===== src/rtl/core/clns_pkg.sv =====
// Shared types, constants and lookup functions for the character LCD nibble sequencer.
package clns_pkg;

  localparam int unsigned QUEUE_DEPTH = 2;

  localparam int unsigned REQ_W    = 3;
  localparam int unsigned IN_DW    = 16;
  localparam int unsigned OUT_DW   = 8;
  localparam int unsigned CFG_IW   = 2;
  localparam int unsigned CFG_DW   = 6;

  typedef enum logic [REQ_W-1:0] {
    REQ_CMD    = 3'd0,
    REQ_DATA   = 3'd1,
    REQ_CURSOR = 3'd2,
    REQ_CLEAR  = 3'd3,
    REQ_INIT   = 3'd4
  } req_e;

  typedef enum logic [2:0] {
    WC_NONE     = 3'd0,
    WC_LOW_NIB  = 3'd1,
    WC_COMMAND  = 3'd2,
    WC_CLEAR    = 3'd3,
    WC_POSITION = 3'd4,
    WC_CMD_1MS  = 3'd5
  } wait_class_e;

  typedef enum logic [CFG_IW-1:0] {
    CFG_LINE_WIDTH  = 2'd0,
    CFG_LINE_COUNT  = 2'd1,
    CFG_CURSOR_MODE = 2'd2
  } cfg_idx_e;

  localparam logic [5:0] LINE_WIDTH_RST  = 6'd16;
  localparam logic [2:0] LINE_COUNT_RST  = 3'd2;
  localparam logic [1:0] CURSOR_MODE_RST = 2'd0;

  localparam logic [7:0] CMD_CLEAR    = 8'h01;
  localparam logic [7:0] CMD_DISP_ON  = 8'b0000_1100;
  localparam logic [3:0] INIT_LAST_FULL  = 4'd8;
  localparam logic [3:0] INIT_LAST_SHORT = 4'd7;

  typedef struct packed {
    logic [5:0] line_width;
    logic [2:0] line_count;
    logic [1:0] cursor_mode;
  } cfg_t;

  // value holds the byte, or the cursor mode in bits 1:0 for init
  typedef struct packed {
    req_e       kind;
    logic [7:0] value;
    logic       init_full;
  } job_t;

  function automatic logic [7:0] row_base(input logic [1:0] row);
    logic [7:0] b;
    unique case (row)
      2'd0: b = 8'h80;
      2'd1: b = 8'hC0;
      2'd2: b = 8'h94;
      default: b = 8'hD4;
    endcase
    return b;
  endfunction

  function automatic logic [7:0] init_byte(input logic [3:0] idx, input logic [1:0] mode);
    logic [7:0] b;
    unique case (idx)
      4'd0: b = 8'h33;
      4'd1: b = 8'h32;
      4'd2: b = 8'h28;
      4'd3: b = 8'h0E;
      4'd4: b = CMD_CLEAR;
      4'd5: b = 8'h06;
      4'd6: b = CMD_DISP_ON | {6'd0, mode};
      4'd7: b = CMD_CLEAR;
      default: b = 8'h80;
    endcase
    return b;
  endfunction

  function automatic wait_class_e init_lo_class(input logic [3:0] idx);
    wait_class_e c;
    unique case (idx)
      4'd0, 4'd1, 4'd2, 4'd3: c = WC_COMMAND;
      4'd5:                   c = WC_CMD_1MS;
      4'd4, 4'd6, 4'd7:       c = WC_CLEAR;
      default:                c = WC_POSITION;
    endcase
    return c;
  endfunction

endpackage


===== src/rtl/core/clns_front.sv =====
// Request intake: range checks and classification of requests into nibble jobs.
module clns_front (
  input  logic                       s_axis_tvalid,
  output logic                       s_axis_tready,
  input  logic [clns_pkg::IN_DW-1:0] s_axis_tdata,
  input  logic [clns_pkg::REQ_W-1:0] s_axis_tuser,
  input  clns_pkg::cfg_t             cfg_i,
  input  logic                       q_full_i,
  output logic                       push_o,
  output clns_pkg::job_t             job_o
);

  logic [7:0] byte_value;
  logic [5:0] column;
  logic [1:0] row;
  logic       cursor_ok;
  logic       keep;

  assign byte_value = s_axis_tdata[7:0];
  assign column     = s_axis_tdata[13:8];
  assign row        = s_axis_tdata[15:14];

  assign cursor_ok = (column < cfg_i.line_width) && ({1'b0, row} < cfg_i.line_count);

  assign s_axis_tready = !q_full_i;

  always_comb begin
    job_o.kind      = clns_pkg::REQ_CMD;
    job_o.value     = byte_value;
    job_o.init_full = (cfg_i.line_width != 6'd0) && (cfg_i.line_count != 3'd0);
    keep            = 1'b1;
    unique case (s_axis_tuser)
      clns_pkg::REQ_CMD: begin
        job_o.kind = clns_pkg::REQ_CMD;
      end
      clns_pkg::REQ_DATA: begin
        job_o.kind = clns_pkg::REQ_DATA;
      end
      clns_pkg::REQ_CURSOR: begin
        job_o.kind  = clns_pkg::REQ_CURSOR;
        job_o.value = clns_pkg::row_base(row) + {2'd0, column};
        keep        = cursor_ok;
      end
      clns_pkg::REQ_CLEAR: begin
        job_o.kind  = clns_pkg::REQ_CLEAR;
        job_o.value = clns_pkg::CMD_CLEAR;
      end
      clns_pkg::REQ_INIT: begin
        job_o.kind  = clns_pkg::REQ_INIT;
        job_o.value = {6'd0, cfg_i.cursor_mode};
      end
      default: begin
        keep = 1'b0;
      end
    endcase
  end

  assign push_o = s_axis_tvalid && !q_full_i && keep;

endmodule


===== src/rtl/core/clns_queue.sv =====
// Small job FIFO between request intake and nibble emission.
module clns_queue #(
  parameter int unsigned DEPTH = clns_pkg::QUEUE_DEPTH
) (
  input  logic           clk_i,
  input  logic           rst_ni,
  input  logic           push_i,
  input  clns_pkg::job_t push_data_i,
  output logic           full_o,
  input  logic           pop_i,
  output logic           empty_o,
  output clns_pkg::job_t head_o
);

  localparam int unsigned PW = (DEPTH > 1) ? $clog2(DEPTH) : 1;
  localparam int unsigned CW = $clog2(DEPTH + 1);
  localparam logic [PW-1:0] LAST_PTR = PW'(DEPTH - 1);
  localparam logic [CW-1:0] FULL_CNT = CW'(DEPTH);

  clns_pkg::job_t mem_q [DEPTH];
  logic [PW-1:0]  wr_ptr_q, wr_ptr_d;
  logic [PW-1:0]  rd_ptr_q, rd_ptr_d;
  logic [CW-1:0]  cnt_q, cnt_d;
  logic           do_push;
  logic           do_pop;

  assign full_o  = (cnt_q == FULL_CNT);
  assign empty_o = (cnt_q == '0);
  assign do_push = push_i && !full_o;
  assign do_pop  = pop_i && !empty_o;
  assign head_o  = mem_q[rd_ptr_q];

  always_comb begin
    wr_ptr_d = wr_ptr_q;
    rd_ptr_d = rd_ptr_q;
    cnt_d    = cnt_q;
    if (do_push) begin
      wr_ptr_d = (wr_ptr_q == LAST_PTR) ? '0 : wr_ptr_q + PW'(1);
    end
    if (do_pop) begin
      rd_ptr_d = (rd_ptr_q == LAST_PTR) ? '0 : rd_ptr_q + PW'(1);
    end
    if (do_push && !do_pop) begin
      cnt_d = cnt_q + CW'(1);
    end else if (do_pop && !do_push) begin
      cnt_d = cnt_q - CW'(1);
    end
  end

  always_ff @(posedge clk_i or negedge rst_ni) begin
    if (!rst_ni) begin
      wr_ptr_q <= '0;
      rd_ptr_q <= '0;
      cnt_q    <= '0;
    end else begin
      wr_ptr_q <= wr_ptr_d;
      rd_ptr_q <= rd_ptr_d;
      cnt_q    <= cnt_d;
    end
  end

  always_ff @(posedge clk_i) begin
    if (do_push) begin
      mem_q[wr_ptr_q] <= push_data_i;
    end
  end

endmodule


===== src/rtl/core/clns_back.sv =====
// Nibble emission: walks each job one nibble per beat into a registered output.
module clns_back (
  input  logic                        clk_i,
  input  logic                        rst_ni,
  input  logic                        job_valid_i,
  input  clns_pkg::job_t              job_i,
  output logic                        pop_o,
  output logic                        m_axis_tvalid,
  input  logic                        m_axis_tready,
  output logic [clns_pkg::OUT_DW-1:0] m_axis_tdata,  // [3:0] nibble, [6:4] wait_class
  output logic                        m_axis_tuser,  // reg_select
  output logic                        m_axis_tlast
);

  logic [4:0]            step_q, step_d;
  logic                  valid_q;
  logic [3:0]            nib_q;
  clns_pkg::wait_class_e wc_q;
  logic                  rs_q;
  logic                  last_q;

  logic [3:0]            byte_idx;
  logic [3:0]            last_idx;
  logic [7:0]            cur_byte;
  logic                  rs;
  clns_pkg::wait_class_e wc_hi, wc_lo, wc;
  logic [3:0]            nib;
  logic                  is_last;
  logic                  load_ok;
  logic                  advance;

  assign byte_idx = step_q[4:1];

  always_comb begin
    cur_byte = job_i.value;
    rs       = 1'b0;
    wc_hi    = clns_pkg::WC_LOW_NIB;
    wc_lo    = clns_pkg::WC_NONE;
    last_idx = 4'd0;
    unique case (job_i.kind)
      clns_pkg::REQ_CMD: begin
        wc_lo = clns_pkg::WC_NONE;
      end
      clns_pkg::REQ_DATA: begin
        rs    = 1'b1;
        wc_hi = clns_pkg::WC_NONE;
      end
      clns_pkg::REQ_CURSOR: begin
        wc_lo = clns_pkg::WC_POSITION;
      end
      clns_pkg::REQ_CLEAR: begin
        wc_lo = clns_pkg::WC_CLEAR;
      end
      clns_pkg::REQ_INIT: begin
        cur_byte = clns_pkg::init_byte(byte_idx, job_i.value[1:0]);
        wc_lo    = clns_pkg::init_lo_class(byte_idx);
        last_idx = job_i.init_full ? clns_pkg::INIT_LAST_FULL : clns_pkg::INIT_LAST_SHORT;
      end
      default: begin
        wc_lo = clns_pkg::WC_NONE;
      end
    endcase
    nib     = step_q[0] ? cur_byte[3:0] : cur_byte[7:4];
    wc      = step_q[0] ? wc_lo : wc_hi;
    is_last = step_q[0] && (byte_idx == last_idx);
  end

  assign load_ok = !valid_q || m_axis_tready;
  assign advance = job_valid_i && load_ok;
  assign pop_o   = advance && is_last;

  always_comb begin
    step_d = step_q;
    if (advance) begin
      step_d = is_last ? 5'd0 : step_q + 5'd1;
    end
  end

  always_ff @(posedge clk_i or negedge rst_ni) begin
    if (!rst_ni) begin
      step_q  <= 5'd0;
      valid_q <= 1'b0;
    end else begin
      step_q <= step_d;
      if (load_ok) begin
        valid_q <= job_valid_i;
      end
    end
  end

  always_ff @(posedge clk_i) begin
    if (advance) begin
      nib_q  <= nib;
      wc_q   <= wc;
      rs_q   <= rs;
      last_q <= is_last;
    end
  end

  assign m_axis_tvalid = valid_q;
  assign m_axis_tdata  = {1'b0, wc_q, nib_q};
  assign m_axis_tuser  = rs_q;
  assign m_axis_tlast  = last_q;

endmodule


===== src/rtl/core/char_lcd_nibble_sequencer.sv =====
// Top level of the character LCD 4-bit nibble sequencer.
// An accepted request is written into the job queue, and its first nibble is then registered
// at the output. Throughput: one nibble per cycle from the emission stage while m_axis_tready
// holds; two nibbles per byte request, 16 or 18 per init. Intake runs ahead through a job queue.
// Reset: config to width 16, 2 lines, cursor mode 0; queue and output empty.
module char_lcd_nibble_sequencer #(
  parameter int unsigned QUEUE_DEPTH = clns_pkg::QUEUE_DEPTH
) (
  input  logic                        clk_i,
  input  logic                        rst_ni,
  input  logic                        s_axis_tvalid,
  output logic                        s_axis_tready,
  input  logic [clns_pkg::IN_DW-1:0]  s_axis_tdata,  // [7:0] byte_value, [13:8] column, [15:14] row
  input  logic [clns_pkg::REQ_W-1:0]  s_axis_tuser,  // [2:0] req_type
  output logic                        m_axis_tvalid,
  input  logic                        m_axis_tready,
  output logic [clns_pkg::OUT_DW-1:0] m_axis_tdata,  // [3:0] nibble, [6:4] wait_class, [7] zero
  output logic                        m_axis_tuser,  // [0] reg_select
  output logic                        m_axis_tlast,
  input  logic                        cfg_valid_i,
  output logic                        cfg_ready_o,
  input  logic [clns_pkg::CFG_IW-1:0] cfg_index_i,
  input  logic [clns_pkg::CFG_DW-1:0] cfg_data_i
);

  clns_pkg::cfg_t cfg_q;
  clns_pkg::job_t push_job;
  clns_pkg::job_t head_job;
  logic           push;
  logic           pop;
  logic           q_full;
  logic           q_empty;

  assign cfg_ready_o = 1'b1;

  always_ff @(posedge clk_i or negedge rst_ni) begin
    if (!rst_ni) begin
      cfg_q.line_width  <= clns_pkg::LINE_WIDTH_RST;
      cfg_q.line_count  <= clns_pkg::LINE_COUNT_RST;
      cfg_q.cursor_mode <= clns_pkg::CURSOR_MODE_RST;
    end else if (cfg_valid_i) begin
      unique case (cfg_index_i)
        clns_pkg::CFG_LINE_WIDTH:  cfg_q.line_width  <= cfg_data_i[5:0];
        clns_pkg::CFG_LINE_COUNT:  cfg_q.line_count  <= cfg_data_i[2:0];
        clns_pkg::CFG_CURSOR_MODE: cfg_q.cursor_mode <= cfg_data_i[1:0];
        default: ;
      endcase
    end
  end

  clns_front u_front (
    .s_axis_tvalid (s_axis_tvalid),
    .s_axis_tready (s_axis_tready),
    .s_axis_tdata  (s_axis_tdata),
    .s_axis_tuser  (s_axis_tuser),
    .cfg_i         (cfg_q),
    .q_full_i      (q_full),
    .push_o        (push),
    .job_o         (push_job)
  );

  clns_queue #(
    .DEPTH (QUEUE_DEPTH)
  ) u_queue (
    .clk_i       (clk_i),
    .rst_ni      (rst_ni),
    .push_i      (push),
    .push_data_i (push_job),
    .full_o      (q_full),
    .pop_i       (pop),
    .empty_o     (q_empty),
    .head_o      (head_job)
  );

  clns_back u_back (
    .clk_i         (clk_i),
    .rst_ni        (rst_ni),
    .job_valid_i   (!q_empty),
    .job_i         (head_job),
    .pop_o         (pop),
    .m_axis_tvalid (m_axis_tvalid),
    .m_axis_tready (m_axis_tready),
    .m_axis_tdata  (m_axis_tdata),
    .m_axis_tuser  (m_axis_tuser),
    .m_axis_tlast  (m_axis_tlast)
  );

`ifndef SYNTHESIS
  a_data_no_wait: assert property (@(posedge clk_i) disable iff (!rst_ni)
    (m_axis_tvalid && m_axis_tuser) |-> (m_axis_tdata[6:4] == clns_pkg::WC_NONE))
    else $error("data beat carries a wait class");

  a_last_is_low_nibble: assert property (@(posedge clk_i) disable iff (!rst_ni)
    (m_axis_tvalid && m_axis_tlast) |-> (m_axis_tdata[6:4] != clns_pkg::WC_LOW_NIB))
    else $error("final beat of a request marked as high nibble");

  a_pop_not_empty: assert property (@(posedge clk_i) disable iff (!rst_ni)
    pop |-> !q_empty)
    else $error("job popped from empty queue");

  a_push_then_valid: assert property (@(posedge clk_i) disable iff (!rst_ni)
    push |=> !q_empty)
    else $error("queue empty right after a push");
`endif

endmodule

===== config.mk =====
export PLATFORM = sky130hd
export DESIGN_NAME = char_lcd_nibble_sequencer
export DESIGN_NICKNAME = d
export VERILOG_FILES = /design/src/rtl/core/clns_pkg.sv /design/src/rtl/core/clns_front.sv /design/src/rtl/core/clns_queue.sv /design/src/rtl/core/clns_back.sv /design/src/rtl/core/char_lcd_nibble_sequencer.sv
export SDC_FILE = /design/constraint.sdc
export NUM_CORES = 1
export LEC_CHECK = 0
export BUFFER_PORTS_ARGS = -buffer_cell sky130_fd_sc_hd__clkbuf_2
export CAP_MARGIN = 20
export CORE_UTILIZATION = 35
export DETAILED_ROUTE_END_ITERATION = 6
export SYNTH_ARGS = -nofsm -noshare
export SYNTH_HDL_FRONTEND = slang
export SYNTH_SLANG_ARGS = --single-unit

===== constraint.sdc =====
create_clock -name clk_i -period 3.73 [get_ports clk_i]
set_clock_uncertainty 0.15 [all_clocks]
set_input_delay 0.746 -clock clk_i [delete_from_list [all_inputs] [get_ports clk_i]]
set_output_delay 0.746 -clock clk_i [all_outputs]
set_load 0.01 [all_outputs]

Word level (Yosys, flattened, before mapping) --
Memory sizes are Yosys's and may differ from the RTL's. Index checks and enable logic that the tools add are counted.
Cells by class: add/subtract/negate cells 6, order comparisons 2, equal/unequal tests 21, multiplexer cells 22, reduce and logical (&&, ||, !) cells 30
Operator list (count):
- 8-bit one-hot mux with 7 select lines | 1
- 8-bit one-hot mux with 3 select lines | 1
- 7-bit one-hot mux with 3 select lines | 1
- 4-bit by 3-bit == test with 1-bit output (second input constant) | 4
- 8-bit two-way mux | 2
- 3-bit by 2-bit == test with 1-bit output (second input constant) | 4
- 4-bit two-way mux | 3
- 3-bit one-hot mux with 4 select lines | 1
- 1-bit logical AND | 11
- 3-bit one-hot mux with 3 select lines | 1
- 8-bit by 6-bit adder with 8-bit output | 1
- 4-bit by 2-bit == test with 1-bit output (second input constant) | 2
- 2-bit == test (second input constant) | 3
- 3-bit by 1-bit == test with 1-bit output (second input constant) | 2
- 3-bit == test (second input constant) | 2
- 2-bit logical NOT | 3
- 6-bit less-than comparator | 1
- 1-bit two-way mux | 6
- 3-bit two-way mux | 2
- 2-bit AND reduction | 3
- 6-bit nonzero test | 1
- 5-bit by 1-bit adder with 5-bit output (second input constant) | 1
- 1-bit logical NOT | 5
- 5-bit two-way mux | 1
- 16 further kinds | 19
Storage, ports and cells: register bits 30, memory bits (writable) 24, memory bits (read-only) 24, word-level logic and storage cells 95, memories 2
Memory list:
- (no name shown) | depth 8, width 3, rd ports 1, clocked after Yosys merged registers in 0, wr ports 0, line clns_pkg.sv:86 | unique case (idx)
- u_queue.mem_q | depth 2, width 12, rd ports 1, clocked after Yosys merged registers in 0, wr ports 1, line clns_queue.sv:20 | clns_pkg::job_t mem_q [DEPTH];

Depth between registers and ports, before layout --
Gate-level depths: netlist (run 1). An unclocked memory read counts as a cell.
word-level depth 10, gate-level depth with buffers 10

Hierarchy --
Synthesis (run 1) repeated with hierarchy kept, for this count alone.
Unflattened totals: cell total of the unflattened synthesis 243, area total of the unflattened synthesis 2990.4 µm²
Modules (own cells, without submodules):
- clns_queue | times used 1, cells an instance 56, area each 1099.8 µm²
- clns_back | times used 1, cells an instance 95, area each 969.7 µm²
- clns_front | times used 1, cells an instance 64, area each 470.5 µm²
- char_lcd_nibble_sequencer | times used 1, cells an instance 28, area each 450.4 µm²

Worst setup path before layout (run 1) --
No wires, ideal clock.
path type input to register, start in s_axis_tdata[10] (netlist name), end mem u_queue.mem_q[0][0] (netlist name) (enable), setup time 0.382 ns, arrival time 2.519 ns, data required time 3.198 ns, slack 0.679 ns, cell stages on the path 6, buffers on the path 0, cells stage by stage ha_1 -> a21o_1 -> a221oi_1 -> o221ai_1 -> a21oi_1 -> nor2b_1
Between the ends: longest elaborated chain between the ends 7
Ends and longest elaborated chain:
- start: declaration | line char_lcd_nibble_sequencer.sv:13 | input logic [clns_pkg::IN_DW-1:0] s_axis_tdata,
- 6-bit less-than comparator | line clns_front.sv:23 | assign cursor_ok = (column < cfg_i.line_width) && ({1'b0, row} < cfg_i.line_count);
- 1-bit logical AND | line clns_front.sv:23
- 1-bit one-hot mux with 2 select lines | line clns_front.sv:32 | unique case (s_axis_tuser)
- 1-bit logical AND | line clns_front.sv:58 | assign push_o = s_axis_tvalid && !q_full_i && keep;
- 1-bit logical AND | line clns_queue.sv:29 | assign do_push = push_i && !full_o;
- named net u_queue.do_push | line clns_queue.sv:24 | logic do_push;
- 1-bit two-way mux | line clns_queue.sv:63 | if (do_push) begin
- 1-bit two-way mux (implied by the code) | line clns_queue.sv:64 | mem_q[wr_ptr_q] <= push_data_i;
- end: declaration | line clns_queue.sv:20
The timed path passes the listed nets, and every way through them passes these cells.

Worst setup path after layout (run 1) --
start in s_axis_tdata[10] (netlist name), end mem u_queue.mem_q[1][7] (netlist name) (enable)
Same word-level chain as after synthesis.

==> flow_metrics.tcl, run 1 <==
set metrics [dict create \
    power_frac_comb_pct 31.5 \
    yosys_warnings 0 \
    critical_path_class "in -> reg" \
    routed_wl_mm 5.41 \
    min_path_type "in -> async" \
    port_buffers 42 \
    switching_share_pct 35.0 \
    gr-usage-all-layers_pct 13.5 \
    synth.avg_cell_area_um2 11.0 \
    outcome "finished, final reports clean" \
    setup_viol 0 \
    power.total_mw 2.03 \
    antenna_found_initial 0 \
    finalCritPeriodShare_pct 76.2 \
    finalNetCount 342 \
    hpwl_mm 4.14 \
    rsz0062_at_grt "false" \
    synth.net_count 305 \
    initial_core_util_pct 36.9 \
    routed_via_density 5.05 \
    io-pin-count 45 \
    cts-root-buf "clkbuf_8" \
    ctsHoldBuffers 0 \
    cts_tree "built" \
    netlist-cell-type-count 55 \
    p_sw_mw 0.709 \
    yosysTopAreaCellShare_pct 34.3 \
    fillCellCount 797 \
    insertedDiodeCount 0 \
    drtIter0Drc 42 \
    crit_fanout 12 \
    cts_setup_buffers 0 \
    cts-resized-gates 0 \
    clock_latency_ns 0.30 \
    slew_viol_final 0 \
    ant_nets 0 \
    pwr-share-clk_pct 17.4 \
    clockBufferDepth 2 \
    relSlewSlack_pct 52.6 \
    syn_area_um2 2890 \
    die_area_um2 8630 \
    clkTransAtPathRegs_ns 0.09 \
    endpoint_kind "flop" \
    htree_levels 2 \
    powerDensity_nw_per_um2 618 \
    cap_violations 0 \
    ys_async_sr_fraction_pct 38.9 \
    synth_top_area_cell "edfxtp_1" \
    critical_path_required_ns 3.51 \
    fmax_mhz 352 \
    pwr-share-seq_pct 51.0 \
    grt_pass1_vias 1867 \
    synth-edff-count 33 \
    synth-main-ff-cell "edfxtp_1" \
    drc 0 \
    row_count 32 \
    wl_per_cell_um 13.5 \
    synth_cells 262 \
    arrival_ns 2.63 \
    drive_gt1_share_pct 20.0 \
    synth_seq_cells 54 \
    drtPass1Iterations 4 \
    yosys-top-cells-area "edfxtp_1, dfrtp_1, mux2i_1, ha_1, nand2_1" \
    final_common_cell "clkbuf_2" \
    tightest_slew_ns 0.711 \
    cts_buffers 5 \
    overflow 0 \
    fp.dieH_um 92.9 \
    synthToLayoutAreaGrowth_pct 13.5 \
    die_w_um 92.9 \
    routabilityCongestion 0.864 \
    final_cell_mix "clkbuf_2, edfxtp_1, nand2_1" \
    setup_tns_ns 0 \
    clock-sinks 54 \
    grt_pass1_wl_mm 9.09 \
    vias 2030 \
    p_int_mw 1.32 \
    ir_worst_vdd_mv 0.209 \
    core-area_um2 7850 \
    finalHoldViolations 0 \
    critPathLaunchType "primary input" \
    grt_max_degree 22 \
    seq_area_frac_synth_pct 52.5 \
    post-route-min-period_ns 2.84 \
    p_leak_nw 1.35 \
]
final timing paths:
path                             startpoint                  end  slack, ns  cells past startpoint
min reg2reg                        cfg_q[1]             cfg_q[1]       0.36                      1
min                                  rst_ni     u_back.step_q[3]       0.26                      1
max in group asynchronous            rst_ni             cfg_q[3]       2.80                      1
max                        s_axis_tdata[10]  u_queue.mem_q[1][7]       0.89                      7
min in group clk_i                 cfg_q[1]             cfg_q[1]       0.36                      1
max reg2reg                        cfg_q[7]  u_queue.mem_q[1][7]       0.98                      7
state kept, by name (all words and copies together) (netlist names):
name and flops:
u_queue.mem_q 24, cfg_q 11, u_back.step_q 5, u_back.nib_q 4, u_back.wc_q 3, u_queue.cnt_q 2, u_back.m_axis_tlast 1, u_back.m_axis_tuser 1
u_back.m_axis_tvalid 1, u_queue.rd_ptr_q 1, u_queue.wr_ptr_q 1
cell type report:
class	instances	area [um2]	share of cell area [%]
clock buffers	7	98.8	3.01
clock inverters	1	6.26	0.191
inverters	10	37.5	1.14
multi-input cells	183	1260	38.4
flip-flops and latches	54	1520	46.3
well taps	102	128	3.89
repair buffers	45	233	7.09
layer usage:
metal  global-route usage, %  vias to the layer above  wire (um)
li1                        -                     1031          -
met1                    17.8                      953       2650
met2                    22.4                       44       2530
met3                    2.63                        2        201
met4                    3.97                        0         27
met5                       0                        -          0
critical path, cell delays in order:
cell      delay (ns)
clkbuf_2        0.09
ha_1            0.30
a21o_1          0.18
a221oi_1        0.31
o221ai_1        0.17
a21oi_1         0.31
and2_1          0.51
synthesized netlist by cell type (2+ instances only):
| library cell | n |
|---|---|
| a211oi_1 | 3 |
| a21o_1 | 3 |
| a21oi_1 | 13 |
| a221oi_1 | 2 |
| a22o_1 | 2 |
| a22oi_1 | 2 |
| a31oi_1 | 4 |
| and2_1 | 3 |
| and4_1 | 2 |
| buf_2 | 3 |
| buf_4 | 2 |
| clkbuf_1 | 8 |
| conb_1 | 2 |
| dfrtp_1 | 19 |
| dfstp_2 | 2 |
| edfxtp_1 | 33 |
| ha_1 | 11 |
| inv_1 | 9 |
| mux2_1 | 6 |
| mux2i_1 | 14 |
| nand2_1 | 27 |
| nand2b_1 | 7 |
| nand3_1 | 4 |
| nand3b_1 | 2 |
| nor2_1 | 12 |
| nor2b_1 | 4 |
| nor4_1 | 2 |
| o21ai_0 | 5 |
| o21ai_1 | 19 |
| o22ai_1 | 2 |
| or4b_1 | 2 |
| xnor2_1 | 7 |
| xor2_1 | 4 |
cell families after synthesis:
kind of cell               share of synthesized area, %
and+or+nand+nor                                    13.8
AOI/OAI and AO/OA                                  13.9
muxes                                              7.57
other                                             0.260
DFF                                                52.5
buffers and inverters                              3.89
adders and majority gates                          4.76
xor gates and xnor gates                           3.33
metrics by stage:
| stage | utilization [%] | setup slack, ns | hold WS [ns] | area (um2) | cells |
|---|---|---|---|---|---|
| detailed placement | 40.5 | 0.578 | 0.335 | 3180 | 394 |
| CTS | 41.8 | 0.886 | 0.271 | 3280 | 402 |
| floorplan | - | 0.679 | 0.300 | 2890 | 262 |
| global placement | 40.5 | 0.560 | 0.329 | 3180 | 394 |
| global route | 41.8 | 0.658 | 0.292 | 3280 | 402 |
| finish | 41.8 | 0.886 | 0.265 | 3280 | 402 |
power by group through the flow:
stage / clock network (mW) / registers, mW / logic, mW
floorplan: 0 / 0.958 / 0.548
global placement: 0 / 1.05 / 0.639
detailed placement: 0 / 1.05 / 0.648
CTS: 0.371 / 1.04 / 0.650
global route: 0.390 / 1.07 / 0.729
finish: 0.354 / 1.04 / 0.640
Note: power is estimated with default switching activity, not from simulation.
==> run 2: changes to the inputs <==
- ABC_AREA: unset -> 1
- clock period: 3.73 -> 2.5 ns (I/O delays scaled with it)
==> run 2 against run 1 <==
Routed wire length grew 12%. Worst setup slack lost 0.70 ns. Utilization grew 0.45 points. Hold slack lost 0.25 ns. Area after synthesis grew 1.9%. Clock power grew 77%. Critical path type is now reg -> reg. Highest routed layer unchanged.
==> flow_metrics.tcl, run 2 <==
set metrics [dict create \
    fin_ws_ns 0.188 \
    synth_top_area_cell "edfxtp_1" \
    cp_slowest_stage_delay_ns 0.56 \
    vias 2254 \
    fmax_mhz 433 \
    cap_violations 0 \
    finalNonFillerCells 486 \
    cts-root-buf "clkbuf_8" \
    clkTransAtPathRegs_ns 0.10 \
    max_flop_register "u_queue.mem_q" \
    cts_buffers 5 \
    syn_area_um2 2950 \
    dp_worst_setup_slack_ns 0.0557 \
    routed_wl_mm 6.06 \
    final_common_cell "nand2_1" \
    crit_family "flip-flops" \
    yosys_warnings 0 \
    critPathLaunchType "flop" \
    row_count 33 \
    hpwl_mm 4.79 \
    critical_path_required_ns 2.54 \
    outcome "finished, final reports clean" \
    overflow 0 \
    post-route-util_pct 42.3 \
    critical_path_class "reg -> reg" \
    setup_viol 0 \
    cts_tree "built" \
    ant_nets 0 \
    final_cell_mix "nand2_1, inv_1, clkbuf_2" \
    die_area_um2 8790 \
    netlist-cell-type-count 39 \
    insertedDiodeCount 0 \
    p_leak_nw 1.67 \
    drtPass1Iterations 5 \
    wl_per_cell_um 12.5 \
    synthTopCellsByCount "nand2_1, inv_1, nor2_1, edfxtp_1, o21ai_0" \
    grt_max_degree 22 \
    tightest_slew_ns 0.557 \
    htree_levels 2 \
    cp_cell_sequence "inv_1 > ha_1 > a21boi_1 > o21bai_1 > nand3_1 > nand2_1 > nand2_2 > inv_1 > ha_4 > a21oi_1 > o21ai_0 > xnor2_1" \
    synth_seq_cells 54 \
    synth_cells 330 \
    cp_common_cell "inv_1" \
    core-area_um2 8180 \
    slew_viol_final 0 \
    drc 0 \
    grt_pass1_vias 2141 \
    io-pin-count 45 \
    post-synth-top-count-cell "nand2_1" \
    drive_gt1_share_pct 21.5 \
    yosysTopAreaCellShare_pct 33.6 \
    finalNetCount 423 \
    routed_via_density 4.64 \
    drtIter0Drc 71 \
    fp.dieH_um 93.8 \
    clock_latency_ns 0.30 \
    die_w_um 93.8 \
    synth.avg_cell_area_um2 8.93 \
    clockBufferDepth 2 \
    grt_pass1_wl_mm 10.1 \
    cts_setup_buffers 0 \
    port_buffers 42 \
    ys_async_sr_fraction_pct 38.9 \
    gr-usage-all-layers_pct 14.8 \
    routabilityCongestion 0.873 \
    min_path_type "in -> async" \
    largest_reg_flops 24 \
    synth-edff-count 33 \
    powerDensity_nw_per_um2 988 \
    top_regs "u_queue.mem_q: 24 flops, cfg_q: 11 flops, u_back.step_q: 5 flops" \
    cp_num_buf_inv 2 \
    endpoint_kind "flop" \
    finalHoldViolations 0 \
    relSlewSlack_pct 62.9 \
    post-route-min-period_ns 2.31 \
    arrival_ns 2.36 \
    synth.net_count 373 \
    yosys-top-cells-area "edfxtp_1, dfrtp_1, nand2_1, inv_1, ha_1" \
    synth-main-ff-cell "edfxtp_1" \
    finalCritPeriodShare_pct 92.5 \
    crit_fanout 3 \
    synthToLayoutAreaGrowth_pct 17.3 \
    cp_slowest_cell "dfstp_2" \
    seq_area_frac_synth_pct 51.5 \
    initial_core_util_pct 36.0 \
    clock-sinks 54 \
    ir_worst_vdd_mv 0.342 \
    antenna_found_initial 0 \
    dp_cells 478 \
]
[run 2: final cells by class]
type | count | area [um2]
inverters | 51 | 196
clock buffers | 8 | 133
fillers | 826 | 4720
multi-input cells | 215 | 1170
well taps | 105 | 131
flip-flops and latches | 54 | 1520
repair buffers | 53 | 305
[run 2: kinds of logic after synthesis]
group	after synthesis	share of synthesized area (%)
other cells	2	0.255
mux	1	0.340
flops	54	51.6
xor+xnor	6	1.78
simple gates	142	22.0
compound gates	53	10.3
fa+ha+maj	11	4.67
buf+inv	61	9.17
[run 2: report_power, final]
| part | leakage (nW) | switching (mW) | internal [mW] |
|---|---|---|---|
| Combinational | 1.04 | 0.844 | 0.520 |
| Sequential | 0.562 | 0.159 | 1.26 |
| Clock | 0.0678 | 0.280 | 0.347 |
| Total | 1.67 | 1.28 | 2.13 |
[run 2: worst register-to-register path, cell delays in order (launching register included)]
cell and delay, ns:
dfstp_2 0.56, inv_1 0.05, ha_1 0.26, a21boi_1 0.12, o21bai_1 0.12, nand3_1 0.10, nand2_1 0.12, nand2_2 0.07
inv_1 0.10, ha_4 0.21, a21oi_1 0.11, o21ai_0 0.11, xnor2_1 0.14
[run 2: path summary, 6_finish.rpt]
check,startpoint,end,slack (ns),depth (start not counted)
max,cfg_q[3],u_queue.cnt_q[1],0.19,12
min,rst_ni,u_back.step_q[3],0.02,1
max reg2reg,cfg_q[3],u_queue.cnt_q[1],0.19,12
min reg2reg,u_queue.wr_ptr_q,u_queue.wr_ptr_q,0.33,2
max in group asynchronous,rst_ni,cfg_q[3],1.81,1
min in group clk_i,cfg_data_i[4],cfg_q[9],0.26,3
[run 2: per-layer routing]
layer | routed length (um) | track usage (%) | vias up
li1 | - | - | 1173
met1 | 2860 | 18.8 | 1024
met2 | 2900 | 25.3 | 55
met3 | 267 | 3.96 | 2
met4 | 28 | 3.08 | 0
met5 | 0 | 0 | -
[run 2: per-stage QoR]
step / cell area (um2) / power (mW) / TNS, ns / hold slack [ns]
after global routing: 3460 / 3.67 / -0.00172 / 0.0451
after CTS: 3440 / 3.43 / 0 / 0.0219
after floorplan: 2950 / 2.39 / 0 / 0.0544
after global placement: 3310 / 2.78 / 0 / 0.304
final: 3460 / 3.42 / 0 / 0.0151
after detailed placement: 3310 / 2.80 / 0 / 0.311
[run 2: what timing repair did]
action,4_1_cts,5_1_grt
hold buffers,0,0
setup endpoints to repair,0,1
gates resized for setup,0,3
==> run 3: changes to the inputs <==
- CORE_UTILIZATION: 35 -> 51
- PLACE_DENSITY: unset -> 0.76
==> run 3 against run 2 <==
Register-to-register slack lost 0.03 ns. Worst setup slack got worse by 0.030 ns. Utilization increased by 18 points. Largest cell class unchanged. Critical path depth did not move. Largest power group unchanged. Maximum frequency fell by 1.3%. Sequential power barely moved. Die area is 31% lower. Routed wire length down 3.9%. Critical path type unchanged. Critical endpoint unchanged. Final cell count decreased by 7.4%.
==> flow_metrics.tcl, run 3 (synthesis gave the netlist of run 2 again) <==
set metrics [dict create \
    hpwl_mm 4.71 \
    critical_path_class "reg -> reg" \
    antenna_found_initial 0 \
    ant_nets 0 \
    die_area_um2 6090 \
    tightest_slew_ns 0.547 \
    finalNetCount 420 \
    p_leak_nw 1.63 \
    routed_wl_mm 5.82 \
    vias 2307 \
    min_path_type "in -> async" \
    arrival_ns 2.39 \
    grt_pass1_wl_mm 10.2 \
    insertedDiodeCount 0 \
    die_w_um 78.0 \
    drtPass1Iterations 5 \
    fillCellCount 495 \
    gr-usage-all-layers_pct 21.5 \
    final_cell_mix "nand2_1, inv_1, clkbuf_2" \
    fp.dieH_um 78.0 \
    grt_max_degree 22 \
    dp_worst_setup_slack_ns 0.0589 \
    finalCritPeriodShare_pct 93.7 \
    final_common_cell "nand2_1" \
    drc 0 \
    row_count 27 \
    routabilityCongestion 0.934 \
    setup_viol 0 \
    top_regs "u_queue.mem_q: 24 flops, cfg_q: 11 flops, u_back.step_q: 5 flops" \
    initial_core_util_pct 53.2 \
    clock-sinks 54 \
    io-pin-count 45 \
    overflow 0 \
    post-route-util_pct 60.3 \
    cp_slowest_stage_delay_ns 0.57 \
    core-area_um2 5540 \
    cts-root-buf "clkbuf_8" \
    critical_path_required_ns 2.55 \
    seqCellArea_um2 1520 \
    cp_slowest_cell "dfstp_2" \
    finalHoldViolations 0 \
    outcome "finished, final reports clean" \
    post-route-min-period_ns 2.34 \
    cts_buffers 5 \
    fmax_mhz 427 \
    drive_gt1_share_pct 20.9 \
    endpoint_kind "flop" \
    finalNonFillerCells 450 \
    clkTransAtPathRegs_ns 0.10 \
    wl_per_cell_um 12.9 \
    crit_family "adder cells" \
    clock_latency_ns 0.30 \
    powerDensity_nw_per_um2 978 \
    cp_num_buf_inv 2 \
    max_flop_register "u_queue.mem_q" \
    synthToLayoutAreaGrowth_pct 13.4 \
    cp_cell_sequence "inv_1 > ha_1 > a21boi_0 > o21bai_1 > nand3_1 > nand2_1 > nand2_2 > inv_1 > ha_1 > a21oi_1 > o21ai_1 > xnor2_1" \
    crit_fanout 3 \
    multi_input_area_um2 1160 \
    cts_tree "built" \
    fin_ws_ns 0.158 \
    ctsHoldBuffers 0 \
    htree_levels 2 \
    clockBufferDepth 2 \
    drtIter0Drc 92 \
    relSlewSlack_pct 63.6 \
    setup_tns_ns 0 \
    slew_viol_final 0 \
    routed_via_density 5.13 \
    ir_worst_vdd_mv 0.385 \
    largest_reg_flops 24 \
    critPathLaunchType "flop" \
    dp_cells 442 \
    port_buffers 42 \
    grt_pass1_vias 2326 \
    rsz0062_at_grt "false" \
    cap_violations 0 \
]
## run 3: worst paths after layout
kind                                         end  cells past startpoint             start  slack, ns
worst max-delay path            u_queue.cnt_q[1]                     12          cfg_q[3]       0.16
worst min-delay path            u_back.step_q[3]                      1            rst_ni      0.009
worst max register to register  u_queue.cnt_q[1]                     12          cfg_q[3]       0.16
worst min register to register  u_queue.wr_ptr_q                      2  u_queue.wr_ptr_q       0.33
max in group asynchronous       u_queue.rd_ptr_q                      1            rst_ni       1.80
min in group clk_i                      cfg_q[9]                      3     cfg_data_i[4]       0.25
## run 3: per-layer routing
layer  track usage (%)  vias to the layer above  share of wire [%]
li1                  -                     1168                  -
met1              24.5                     1050                 40
met2              40.2                       77                 53
met3              3.84                       12                4.8
met4              7.59                        0                1.6
met5                 0                        -                  0
## run 3: area by class of cell
type                    count  area share (%)
clock buffers               5            2.06
clock inverters             3           0.674
inverters                  51            5.88
multi-input cells         215            34.7
flip-flops and latches     54            45.5
well taps                  72            2.70
repair buffers             50            8.46
## run 3: what timing repair did
item	in CTS	in global routing
setup endpoints to repair	0	1
hold endpoints to repair	0	0
buffers inserted	0	0
gates resized for setup	0	3
## run 3: per-stage QoR
step / cell area (um2) / total power [mW] / hold slack (ns)
finish: 3340 / 3.27 / 0.00928
global route: 3340 / 3.52 / 0.0428
global placement: 3250 / 2.74 / 0.310
floorplan: 2950 / 2.39 / 0.0544
detailed placement: 3250 / 2.79 / 0.313
CTS: 3340 / 3.28 / 0.0376
## run 3: worst reg2reg max path: stages, from the launching register on
cell	delay, ns
dfstp_2	0.57
inv_1	0.05
ha_1	0.28
a21boi_0	0.20
o21bai_1	0.08
nand3_1	0.08
nand2_1	0.09
nand2_2	0.09
inv_1	0.04
ha_1	0.29
a21oi_1	0.11
o21ai_1	0.09
xnor2_1	0.12
## run 3: power breakdown
| part | total, mW | switching [mW] | leakage (nW) | internal (mW) |
|---|---|---|---|---|
| sequential | 1.43 | 0.166 | 0.560 | 1.27 |
| clock | 0.493 | 0.290 | 0.0489 | 0.203 |
| combinational | 1.34 | 0.838 | 1.02 | 0.503 |
| total | 3.27 | 1.29 | 1.63 | 1.97 |
